==> src/rtl/core/twq_pkg.sv <==
// ----------------------------------------------------------------------------
// twq_pkg
// shared constants, codes and types of the timed wakeup event queue
// ----------------------------------------------------------------------------
package twq_pkg;

    // default sizes
    localparam int unsigned QUEUE_DEPTH_DEF   = 32;
    localparam int unsigned NUM_CONSUMERS_DEF = 16;
    localparam int unsigned TIME_BITS_DEF     = 32;

    // wakeups released by one trigger at most
    localparam int unsigned MAX_RESULTS = 32;

    // fixed field widths
    localparam int unsigned KIND_W = 2;
    localparam int unsigned WHO_W  = 4;
    localparam int unsigned TIN_W  = 32;
    localparam int unsigned ST_W   = 3;

    // input kinds
    localparam logic [KIND_W-1:0] KIND_SCHED = 2'd0;
    localparam logic [KIND_W-1:0] KIND_DUE   = 2'd1;
    localparam logic [KIND_W-1:0] KIND_ALL   = 2'd2;

    // result status codes
    localparam logic [ST_W-1:0] ST_FIRED  = 3'd0;
    localparam logic [ST_W-1:0] ST_SCHED  = 3'd1;
    localparam logic [ST_W-1:0] ST_REDUND = 3'd2;
    localparam logic [ST_W-1:0] ST_PAST   = 3'd3;
    localparam logic [ST_W-1:0] ST_FULL   = 3'd4;
    localparam logic [ST_W-1:0] ST_NONE   = 3'd5;

    // memory port strobes
    typedef struct packed {
        logic we;
        logic re;
    } t_mem_ctl;

    // consumer number folded into the consumer range
    function automatic logic [7:0] cons_mod(input logic [WHO_W-1:0] who,
                                            input int unsigned num);
        logic [8:0] v;
        v = {5'd0, who};
        for (int i = 0; i < 8; i++) begin
            if (v >= 9'(num)) begin
                v = v - 9'(num);
            end
        end
        return v[7:0];
    endfunction

endpackage

==> src/rtl/core/twq_qmem.sv <==
// ----------------------------------------------------------------------------
// twq_qmem
// ring memory of queued wakeups: time and consumer, one write and one read port
// ----------------------------------------------------------------------------
module twq_qmem #(
    parameter int unsigned QUEUE_DEPTH = twq_pkg::QUEUE_DEPTH_DEF,
    parameter int unsigned TIME_BITS   = twq_pkg::TIME_BITS_DEF
) (
    input  logic                          i_clk,
    input  twq_pkg::t_mem_ctl             i_ctl,
    input  logic [$clog2(QUEUE_DEPTH)-1:0] i_waddr,
    input  logic [TIME_BITS-1:0]          i_wtime,
    input  logic [twq_pkg::WHO_W-1:0]     i_wwho,
    input  logic [$clog2(QUEUE_DEPTH)-1:0] i_raddr,
    output logic [TIME_BITS-1:0]          o_rtime,
    output logic [twq_pkg::WHO_W-1:0]     o_rwho
);

    logic [TIME_BITS-1:0]      r_tmem [QUEUE_DEPTH];
    logic [twq_pkg::WHO_W-1:0] r_wmem [QUEUE_DEPTH];
    logic [TIME_BITS-1:0]      r_rtime;
    logic [twq_pkg::WHO_W-1:0] r_rwho;

    // write port
    always_ff @(posedge i_clk) begin
        if (i_ctl.we) begin
            r_tmem[i_waddr] <= i_wtime;
            r_wmem[i_waddr] <= i_wwho;
        end
    end

    // registered read, held between reads
    always_ff @(posedge i_clk) begin
        if (i_ctl.re) begin
            r_rtime <= r_tmem[i_raddr];
            r_rwho  <= r_wmem[i_raddr];
        end
    end

    assign o_rtime = r_rtime;
    assign o_rwho  = r_rwho;

endmodule

==> src/rtl/core/twq_lmem.sv <==
// ----------------------------------------------------------------------------
// twq_lmem
// last scheduled time per consumer, reads as zero until first written
// ----------------------------------------------------------------------------
module twq_lmem #(
    parameter int unsigned NUM_CONSUMERS = twq_pkg::NUM_CONSUMERS_DEF,
    parameter int unsigned TIME_BITS     = twq_pkg::TIME_BITS_DEF
) (
    input  logic                             i_clk,
    input  logic                             i_rst_n,
    input  twq_pkg::t_mem_ctl                i_ctl,
    input  logic [$clog2(NUM_CONSUMERS)-1:0] i_waddr,
    input  logic [TIME_BITS-1:0]             i_wdata,
    input  logic [$clog2(NUM_CONSUMERS)-1:0] i_raddr,
    output logic [TIME_BITS-1:0]             o_rdata
);

    logic [TIME_BITS-1:0]     r_mem [NUM_CONSUMERS];
    logic [NUM_CONSUMERS-1:0] r_vld;
    logic [TIME_BITS-1:0]     r_rdata;

    // valid bits
    always_ff @(posedge i_clk) begin
        if (!i_rst_n) begin
            r_vld <= '0;
        end else if (i_ctl.we) begin
            r_vld[i_waddr] <= 1'b1;
        end
    end

    // storage
    always_ff @(posedge i_clk) begin
        if (i_ctl.we) begin
            r_mem[i_waddr] <= i_wdata;
        end
    end

    // registered read, zero for an entry never written
    always_ff @(posedge i_clk) begin
        if (i_ctl.re) begin
            r_rdata <= r_vld[i_raddr] ? r_mem[i_raddr] : '0;
        end
    end

    assign o_rdata = r_rdata;

endmodule

==> src/rtl/core/timed_wakeup_event_queue.sv <==
// ----------------------------------------------------------------------------
// timed_wakeup_event_queue
// time-ordered wakeup queue held in a ring memory, sorted by insertion walk
// ----------------------------------------------------------------------------
//  channel   direction  tdata                          tuser       tlast
//  s         in         consumer_id, time_value        kind        -
//  m         out        woken_consumer, event_time     status      last
//
//  one item at a time; ready is low while an item is being worked on
//  schedule: checked first; if taken into a nonempty queue, later wakeups move up
//  trigger: a queue memory read and a compare per released wakeup; the run stops
//  at a wakeup not yet due; an unknown kind gets only the closing none result
//  output stalls hold the sequencer only when a result waits in the register
//  synchronous active-low reset; no memory clearing pass
// ----------------------------------------------------------------------------
module timed_wakeup_event_queue #(
    parameter int unsigned QUEUE_DEPTH   = twq_pkg::QUEUE_DEPTH_DEF,
    parameter int unsigned NUM_CONSUMERS = twq_pkg::NUM_CONSUMERS_DEF,
    parameter int unsigned TIME_BITS     = twq_pkg::TIME_BITS_DEF
) (
    input  logic        i_clk,
    input  logic        i_rst_n,
    input  logic        i_s_tvalid,
    output logic        o_s_tready,
    input  logic [39:0] i_s_tdata,   // consumer_id[3:0], time_value[35:4]
    input  logic [1:0]  i_s_tuser,   // kind[1:0]
    output logic        o_m_tvalid,
    input  logic        i_m_tready,
    output logic [39:0] o_m_tdata,   // woken_consumer[3:0], event_time[35:4]
    output logic [2:0]  o_m_tuser,   // status[2:0]
    output logic        o_m_tlast
);

    localparam int unsigned QAW = $clog2(QUEUE_DEPTH);
    localparam int unsigned CW  = $clog2(QUEUE_DEPTH + 1);
    localparam int unsigned CIW = $clog2(NUM_CONSUMERS);
    localparam int unsigned NW  = $clog2(twq_pkg::MAX_RESULTS + 1);
    localparam int unsigned WW  = twq_pkg::WHO_W;
    localparam int unsigned SW  = twq_pkg::ST_W;

    localparam logic [3:0] S_IDLE  = 4'd0;
    localparam logic [3:0] S_SCHK  = 4'd1;
    localparam logic [3:0] S_SHIFT = 4'd2;
    localparam logic [3:0] S_PUT   = 4'd3;
    localparam logic [3:0] S_SEND  = 4'd4;
    localparam logic [3:0] S_TRD   = 4'd5;
    localparam logic [3:0] S_TCMP  = 4'd6;
    localparam logic [3:0] S_TEND  = 4'd7;

    logic [3:0]           r_state, n_state;
    logic                 r_all, n_all;
    logic [TIME_BITS-1:0] r_time, n_time;
    logic [WW-1:0]        r_who, n_who;
    logic [CIW-1:0]       r_cidx, n_cidx;
    logic [SW-1:0]        r_st, n_st;
    logic [TIME_BITS-1:0] r_cur, n_cur;
    logic [CW-1:0]        r_count, n_count;
    logic [QAW-1:0]       r_head, n_head;
    logic [CW-1:0]        r_j, n_j;
    logic [NW-1:0]        r_n, n_n;
    logic                 r_pv, n_pv;
    logic [WW-1:0]        r_pwho, n_pwho;
    logic [TIME_BITS-1:0] r_ptime, n_ptime;
    logic                 r_ovalid, n_ovalid;
    logic [SW-1:0]        r_ost, n_ost;
    logic [WW-1:0]        r_owho, n_owho;
    logic [TIME_BITS-1:0] r_otime, n_otime;
    logic                 r_olast, n_olast;

    twq_pkg::t_mem_ctl    q_ctl, l_ctl;
    logic [QAW-1:0]       q_waddr, q_raddr;
    logic [TIME_BITS-1:0] q_wtime, q_rtime;
    logic [WW-1:0]        q_wwho, q_rwho;
    logic [CIW-1:0]       l_raddr;
    logic [TIME_BITS-1:0] l_rdata;
    logic                 s_acc, out_free;
    logic [TIME_BITS-1:0] in_time;
    logic [WW-1:0]        in_who;
    logic [TIME_BITS-1:0] cur_after;

    // physical ring slot of a position counted from the head
    function automatic logic [QAW-1:0] slot(input logic [QAW-1:0] head,
                                            input logic [CW-1:0] rel);
        logic [CW:0] s;
        s = (CW+1)'(head) + (CW+1)'(rel);
        if (s >= (CW+1)'(QUEUE_DEPTH)) begin
            s = s - (CW+1)'(QUEUE_DEPTH);
        end
        return s[QAW-1:0];
    endfunction

    twq_qmem #(
        .QUEUE_DEPTH (QUEUE_DEPTH),
        .TIME_BITS   (TIME_BITS)
    ) u_qmem (
        .i_clk   (i_clk),
        .i_ctl   (q_ctl),
        .i_waddr (q_waddr),
        .i_wtime (q_wtime),
        .i_wwho  (q_wwho),
        .i_raddr (q_raddr),
        .o_rtime (q_rtime),
        .o_rwho  (q_rwho)
    );

    twq_lmem #(
        .NUM_CONSUMERS (NUM_CONSUMERS),
        .TIME_BITS     (TIME_BITS)
    ) u_lmem (
        .i_clk   (i_clk),
        .i_rst_n (i_rst_n),
        .i_ctl   (l_ctl),
        .i_waddr (r_cidx),
        .i_wdata (r_time),
        .i_raddr (l_raddr),
        .o_rdata (l_rdata)
    );

    // input unpacking and handshake
    assign in_who     = i_s_tdata[3:0];
    assign in_time    = TIME_BITS'(i_s_tdata[35:4]);
    assign o_s_tready = (r_state == S_IDLE);
    assign s_acc      = i_s_tvalid && o_s_tready;
    assign out_free   = !r_ovalid || i_m_tready;
    assign l_raddr    = CIW'(twq_pkg::cons_mod(in_who, NUM_CONSUMERS));
    assign cur_after  = r_all ? r_cur : r_time;

    // sequencer
    always_comb begin
        n_state  = r_state;
        n_all    = r_all;
        n_time   = r_time;
        n_who    = r_who;
        n_cidx   = r_cidx;
        n_st     = r_st;
        n_cur    = r_cur;
        n_count  = r_count;
        n_head   = r_head;
        n_j      = r_j;
        n_n      = r_n;
        n_pv     = r_pv;
        n_pwho   = r_pwho;
        n_ptime  = r_ptime;
        n_ovalid = r_ovalid && !i_m_tready;
        n_ost    = r_ost;
        n_owho   = r_owho;
        n_otime  = r_otime;
        n_olast  = r_olast;
        q_ctl    = '0;
        l_ctl    = '0;
        q_waddr  = slot(r_head, r_j);
        q_raddr  = slot(r_head, r_j - CW'(1));
        q_wtime  = r_time;
        q_wwho   = r_who;
        case (r_state)
            S_IDLE: begin
                if (s_acc) begin
                    n_time = in_time;
                    n_who  = in_who;
                    n_cidx = l_raddr;
                    n_n    = '0;
                    n_pv   = 1'b0;
                    case (i_s_tuser)
                        twq_pkg::KIND_SCHED: begin
                            l_ctl.re = 1'b1;
                            n_state  = S_SCHK;
                        end
                        twq_pkg::KIND_DUE: begin
                            n_all   = 1'b0;
                            n_state = S_TRD;
                        end
                        twq_pkg::KIND_ALL: begin
                            n_all   = 1'b1;
                            n_state = S_TRD;
                        end
                        default: begin
                            n_all   = 1'b1;
                            n_state = S_TEND;
                        end
                    endcase
                end
            end
            S_SCHK: begin
                n_state = S_SEND;
                if (l_rdata == r_time) begin
                    n_st = twq_pkg::ST_REDUND;
                end else if (r_time <= r_cur) begin
                    n_st = twq_pkg::ST_PAST;
                end else if (r_count == CW'(QUEUE_DEPTH)) begin
                    n_st = twq_pkg::ST_FULL;
                end else begin
                    n_st     = twq_pkg::ST_SCHED;
                    l_ctl.we = 1'b1;
                    n_count  = r_count + CW'(1);
                    n_j      = r_count;
                    if (r_count == '0) begin
                        q_ctl.we = 1'b1;
                        q_waddr  = slot(r_head, '0);
                    end else begin
                        q_ctl.re = 1'b1;
                        q_raddr  = slot(r_head, r_count - CW'(1));
                        n_state  = S_SHIFT;
                    end
                end
            end
            S_SHIFT: begin
                // walk back from the tail, moving later wakeups up one slot
                q_ctl.we = 1'b1;
                if (q_rtime > r_time) begin
                    q_wtime = q_rtime;
                    q_wwho  = q_rwho;
                    n_j     = r_j - CW'(1);
                    if (r_j == CW'(1)) begin
                        n_state = S_PUT;
                    end else begin
                        q_ctl.re = 1'b1;
                        q_raddr  = slot(r_head, r_j - CW'(2));
                    end
                end else begin
                    n_state = S_SEND;
                end
            end
            S_PUT: begin
                q_ctl.we = 1'b1;
                n_state  = S_SEND;
            end
            S_SEND: begin
                if (out_free) begin
                    n_ovalid = 1'b1;
                    n_ost    = r_st;
                    n_owho   = r_who;
                    n_otime  = r_cur;
                    n_olast  = 1'b1;
                    n_state  = S_IDLE;
                end
            end
            S_TRD: begin
                if (r_count == '0 || r_n == NW'(twq_pkg::MAX_RESULTS)) begin
                    n_state = S_TEND;
                end else begin
                    q_ctl.re = 1'b1;
                    q_raddr  = r_head;
                    n_state  = S_TCMP;
                end
            end
            S_TCMP: begin
                if (r_all || q_rtime <= r_time) begin
                    if (!r_pv || out_free) begin
                        // previous release goes out, this one becomes pending
                        if (r_pv) begin
                            n_ovalid = 1'b1;
                            n_ost    = twq_pkg::ST_FIRED;
                            n_owho   = r_pwho;
                            n_otime  = r_ptime;
                            n_olast  = 1'b0;
                        end
                        n_pv    = 1'b1;
                        n_pwho  = q_rwho;
                        n_ptime = q_rtime;
                        n_cur   = q_rtime;
                        n_head  = slot(r_head, CW'(1));
                        n_count = r_count - CW'(1);
                        n_n     = r_n + NW'(1);
                        n_state = S_TRD;
                    end
                end else begin
                    n_state = S_TEND;
                end
            end
            S_TEND: begin
                if (out_free) begin
                    n_cur    = cur_after;
                    n_ovalid = 1'b1;
                    n_olast  = 1'b1;
                    if (r_pv) begin
                        n_ost   = twq_pkg::ST_FIRED;
                        n_owho  = r_pwho;
                        n_otime = r_ptime;
                    end else begin
                        n_ost   = twq_pkg::ST_NONE;
                        n_owho  = '0;
                        n_otime = cur_after;
                    end
                    n_state = S_IDLE;
                end
            end
            default: begin
                n_state = S_IDLE;
            end
        endcase
    end

    // control registers
    always_ff @(posedge i_clk) begin
        if (!i_rst_n) begin
            r_state  <= S_IDLE;
            r_cur    <= TIME_BITS'(1);
            r_count  <= '0;
            r_head   <= '0;
            r_pv     <= 1'b0;
            r_ovalid <= 1'b0;
        end else begin
            r_state  <= n_state;
            r_cur    <= n_cur;
            r_count  <= n_count;
            r_head   <= n_head;
            r_pv     <= n_pv;
            r_ovalid <= n_ovalid;
        end
    end

    // payload registers
    always_ff @(posedge i_clk) begin
        r_all   <= n_all;
        r_time  <= n_time;
        r_who   <= n_who;
        r_cidx  <= n_cidx;
        r_st    <= n_st;
        r_j     <= n_j;
        r_n     <= n_n;
        r_pwho  <= n_pwho;
        r_ptime <= n_ptime;
        r_ost   <= n_ost;
        r_owho  <= n_owho;
        r_otime <= n_otime;
        r_olast <= n_olast;
    end

    // output packing
    assign o_m_tvalid = r_ovalid;
    assign o_m_tdata  = {4'd0, 32'(r_otime), r_owho};
    assign o_m_tuser  = r_ost;
    assign o_m_tlast  = r_olast;

endmodule

==> config.mk <==
export PLATFORM = sky130hd
export DESIGN_NAME = timed_wakeup_event_queue
export DESIGN_NICKNAME = d
export VERILOG_FILES = /design/src/rtl/core/twq_pkg.sv /design/src/rtl/core/twq_qmem.sv /design/src/rtl/core/twq_lmem.sv /design/src/rtl/core/timed_wakeup_event_queue.sv
export SDC_FILE = /design/constraint.sdc
export NUM_CORES = 2
export LEC_CHECK = 0
export BUFFER_PORTS_ARGS = -buffer_cell sky130_fd_sc_hd__buf_4
export CORE_ASPECT_RATIO = 0.5
export CORE_MARGIN = 2
export CORE_UTILIZATION = 37
export DETAILED_ROUTE_END_ITERATION = 7
export PLACE_DENSITY_LB_ADDON = 0.25
export SYNTH_ARGS = -nofsm -noshare
export SYNTH_HDL_FRONTEND = slang
export SYNTH_SLANG_ARGS = --single-unit
==> constraint.sdc <==
create_clock -name i_clk -period 28.1 [get_ports i_clk]
set_input_delay 4.215 -clock i_clk [delete_from_list [all_inputs] [get_ports i_clk]]
set_output_delay 4.215 -clock i_clk [all_outputs]
set_load 0.005 [all_outputs]
==> metrics.md <==
| Metric | Value |
|---|---|
| Dpl cells | `~7600` |
| CP Data Required Time | `28.71 ns` |
| Congestion Overflow GR | `0` |
| Final setup fails | `0` |
| Layout Nets | `just over 5000` |
| Core Area | `~210000 um2` |
| Total GRT Usage | `roughly a fifth` |
| Crit start category | `flop` |
| Unique cell type count in the Yosys netlist | `a little under 90` |
| Clock period minus worst slack | `roughly 8.0 ns` |
| Hold WC Path Type | `reg2reg` |
| FILL cells | `18800` |
| Peak supply drop | `roughly 170 uV` |
| Initial DRC Count | `between 5000 and 6000` |
| Vias in the first global route | `~45000` |
| Finished Layout Cells | `~7900` |
| Yosys warnings | `0` |
| Gpl congestion | `between 0.8 and 0.9` |
| PD cells | `roughly 110 nW/um2` |
| Sequential element share of the synthesized area | `72.5%` |
| Mapped Area | `around 79000 um2` |
| Total Wirelength | `approximately 220000 um` |
| HPWL Detailed | `~120000 um` |
| CP arrival | `around 8.6 ns` |
| Most used cell, CP | `buf_4` |
| Syn_area_per_cell | `roughly 16 um2` |
| Area growth, synth to finish | `12.2%` |
| # IOs | `92` |
| Ys async rst share | `0%` |
| R2r setup slk | `roughly 20 ns` |
| Fmax | `between 100 and 150 MHz` |
| Layout cell share with drive strength beyond 1 | `between 10% and 20%` |
| CTS H-tree lvls | `4` |
| Status | `complete, no violations` |
| CTS sink cnt | `1924` |
| Global-route wire length before repair | `~320000 um` |
| Worst Tran Pin Value | `between 1 and 1.5 ns` |
| Part of the cycle the worst path needs | `between 20% and 30%` |
| Top post-synthesis cells by count | `edfxtp_1 (1860), nand2_1 (353), nor2_1 (290)` |
| Post-CTS Resized | `0` |
| Most common flop cell mapped by yosys | `edfxtp_1` |
| Crit Path Max Fanout | `~140` |
| Clock Tree Buf Depth | `4` |
| Die area | `217000 um2` |
| Pin count of the biggest net entering global routing | `roughly 170` |
| Hold Fails Final Rpt | `0` |
| Starting utilization of the core area | `37.3%` |
| Placement Rows | `between 100 and 150` |
| Setup CP Type | `reg2reg` |
| Die height | `approximately 330 um` |
| Crit path cell chain | `ha_1, a21oi_1, o21ai_0, a22o_1, o21ai_0, a22o_1, o32a_2, buf_12, and2_4, buf_4, buf_4, nor2_4, buf_4, a32oi_1, o211ai_1, a221oi_1` |
| Routed WL per cell | `about 28 um` |
| Synth top area cells | `edfxtp_1 (71%), mux4_2 (4.7%), mux2i_1 (2.4%), a211oi_1 (2.1%), and3_1 (1.8%)` |
| Port buffer count | `between 80 and 90` |
| Pins Over Slew Limit | `0` |
| Buf/Inv on CP | `4` |
| First drt pass iteration count | `6` |
| DRC | `0` |
| RSZ-0062 raised after global routing | `false` |
| Area leader, netlist | `edfxtp_1` |
| Chip Width | `about 660 um` |
| Fin Setup TNS | `0 ns` |
| Setup bufs post-CTS | `0` |
| Share of the synthesized area in the top cell type | `between 70% and 80%` |
| Number of max-cap violations | `0` |
| Lkg Pwr | `28.6 nW` |
| Root Buffer | `clkbuf_16` |
| Post-route design area | `approximately 90000 um2` |
| Most frequent cell after synthesis | `edfxtp_1` |
| Cts hold-fix bufs | `0` |
| Critical Path End Type | `flop` |
| Clk slew on worst S/H paths | `0.06 ns` |
| Via density per instance | `between 5 and 6` |
| CTS tree | `yes` |
| Crit-path max cell delay | `between 1 and 1.5 ns` |
| Slew margin rel. | `between 20 and 25%` |
| Top delay family on crit path | `compound AO/OA/AOI/OAI gates` |
| Clk_lat worst skew | `slightly above 0.8 ns` |
| Syn Inst Count | `a little under 5000` |
| Post-route ant nets | `0` |
| Initial antenna violation count | `6` |
| Skew final | `~0.048 ns` |
| Vias | `around 45000` |
| Yosys reg bits | `a little under 2000` |
| EDFF count, synth | `about 1900` |
| Number of CTS-inserted buffers | `roughly 190` |
| Crit-path slowest cell | `edfxtp_1` |
| Post-DP Area | `about 83000 um2` |
## area by class of cell
cell class / instances / area [um2] / share of cell area, %
flip-flops and latches: 1924 / 57100 / 64.6
clock inverters: 90 / 698 / 0.789
repair buffers: 211 / 1640 / 1.86
diodes: 2 / 5.00 / 0.00566
well taps: 2843 / 3560 / 4.02
clock buffers: 229 / 4900 / 5.54
inverters: 96 / 360 / 0.407
multi-input cells: 2540 / 20200 / 22.8
## routing by layer
layer  GRT usage [%]  up-vias  routed length, um
li1                -    19600                  -
met1            26.6    23700              91900
met2            34.2     1857             107000
met3            3.34      370              17000
met4            5.54        0               5930
met5               0        -                  0
## sequential cells by signal, indices dropped and copies added (netlist names), 3 cells and up
signal / count
u_qmem.r_tmem: 1024
u_lmem.r_mem: 512
u_qmem.r_wmem: 128
r_cur: 32
r_otime: 32
r_ptime: 32
r_time: 32
u_lmem.o_rdata: 32
u_qmem.o_rtime: 32
u_lmem.r_vld: 16
r_count: 6
r_j: 6
r_n: 6
r_head: 5
r_cidx: 4
r_owho: 4
r_pwho: 4
u_qmem.o_rwho: 4
o_m_tuser: 3
r_st: 3
r_state: 3
## worst register-to-register path, stage by stage, from the launching register on
cell	delay, ns
edfxtp_1	1.12
ha_1	0.42
a21oi_1	0.13
o21ai_0	0.15
a22o_1	0.24
o21ai_0	0.89
a22o_1	0.41
o32a_2	0.22
buf_12	0.44
and2_4	0.64
buf_4	0.73
buf_4	0.87
nor2_4	0.32
buf_4	0.37
a32oi_1	0.29
o211ai_1	0.16
a221oi_1	0.42
## worst paths after layout
path	start	endpoint	depth (start not counted)
max	r_time[23]$_DFFE_PP_	u_qmem.o_rtime[19]$_DFFE_PP_	16
min	u_lmem.r_vld[2]$_SDFFE_PN0P_	u_lmem.r_vld[2]$_SDFFE_PN0P_	1
max reg2reg	r_time[23]$_DFFE_PP_	u_qmem.o_rtime[19]$_DFFE_PP_	16
min reg2reg	u_lmem.r_vld[2]$_SDFFE_PN0P_	u_lmem.r_vld[2]$_SDFFE_PN0P_	1
## through the flow
stage	setup WS (ns)	power (mW)	utilization, %	hold slack (ns)
2_1_floorplan	16.86	6.48	-	0.422
3_3_place_gp	20.39	7.71	39.2	0.441
3_5_place_dp	20.35	7.81	39.2	0.448
4_1_cts	20.33	10.2	41.9	0.462
5_1_grt	19.90	10.6	41.9	0.475
6_report	20.09	10.2	41.9	0.461
## where the power goes
| group | total (mW) | switching (mW) | internal [mW] |
|---|---|---|---|
| Clock | 2.37 | 1.04 | 1.33 |
| Sequential | 3.77 | 0.173 | 3.60 |
| Combinational | 4.02 | 2.80 | 1.22 |
## placed cells by master, fill, tap and decap left out, drive strengths merged, types with 7 or more instances in the layout
| cell | netlist | routed |
|---|---|---|
| edfxtp | 1860 | 1860 |
| nand2 | 356 | 356 |
| nor2 | 291 | 291 |
| clkbuf | 184 | 230 |
| and3 | 222 | 222 |
| a211oi | 218 | 218 |
| buf | 142 | 210 |
| mux2i | 190 | 190 |
| mux4 | 164 | 164 |
| o22ai | 141 | 141 |
| a21oi | 120 | 120 |
| inv | 95 | 97 |
| ha | 88 | 88 |
| clkinv | 1 | 77 |
| o31ai | 73 | 73 |
| a311oi | 72 | 72 |
| dfxtp | 64 | 64 |
| nand4 | 62 | 62 |
| xnor2 | 52 | 52 |
| nor3 | 45 | 45 |
| nor4 | 42 | 42 |
| o211ai | 41 | 41 |
| mux2 | 38 | 38 |
| a32oi | 37 | 37 |
| nor2b | 37 | 37 |
| a221oi | 37 | 37 |
| o221a | 32 | 32 |
| o21ai | 24 | 24 |
| o21a | 19 | 19 |
| xor2 | 16 | 16 |
| nand3 | 15 | 15 |
| and2 | 14 | 14 |
| nand2b | 12 | 12 |
| bufinv | 0 | 11 |
| a21o | 11 | 11 |
| a21boi | 8 | 8 |
| a22o | 7 | 7 |
## logic make-up (layout without fill, tap and decap cells)
logic type	after synthesis	count (layout)	synth area share (%)
xor+xnor	68	68	0.756
other cells	1	6	0.00476
compound gates	870	870	8.32
buf+inv	422	626	2.48
fa+ha+maj	92	92	1.50
flops	1924	1924	72.5
mux	392	392	7.64
simple gates	1114	1114	6.81
Power figures use the tool's default switching activity.
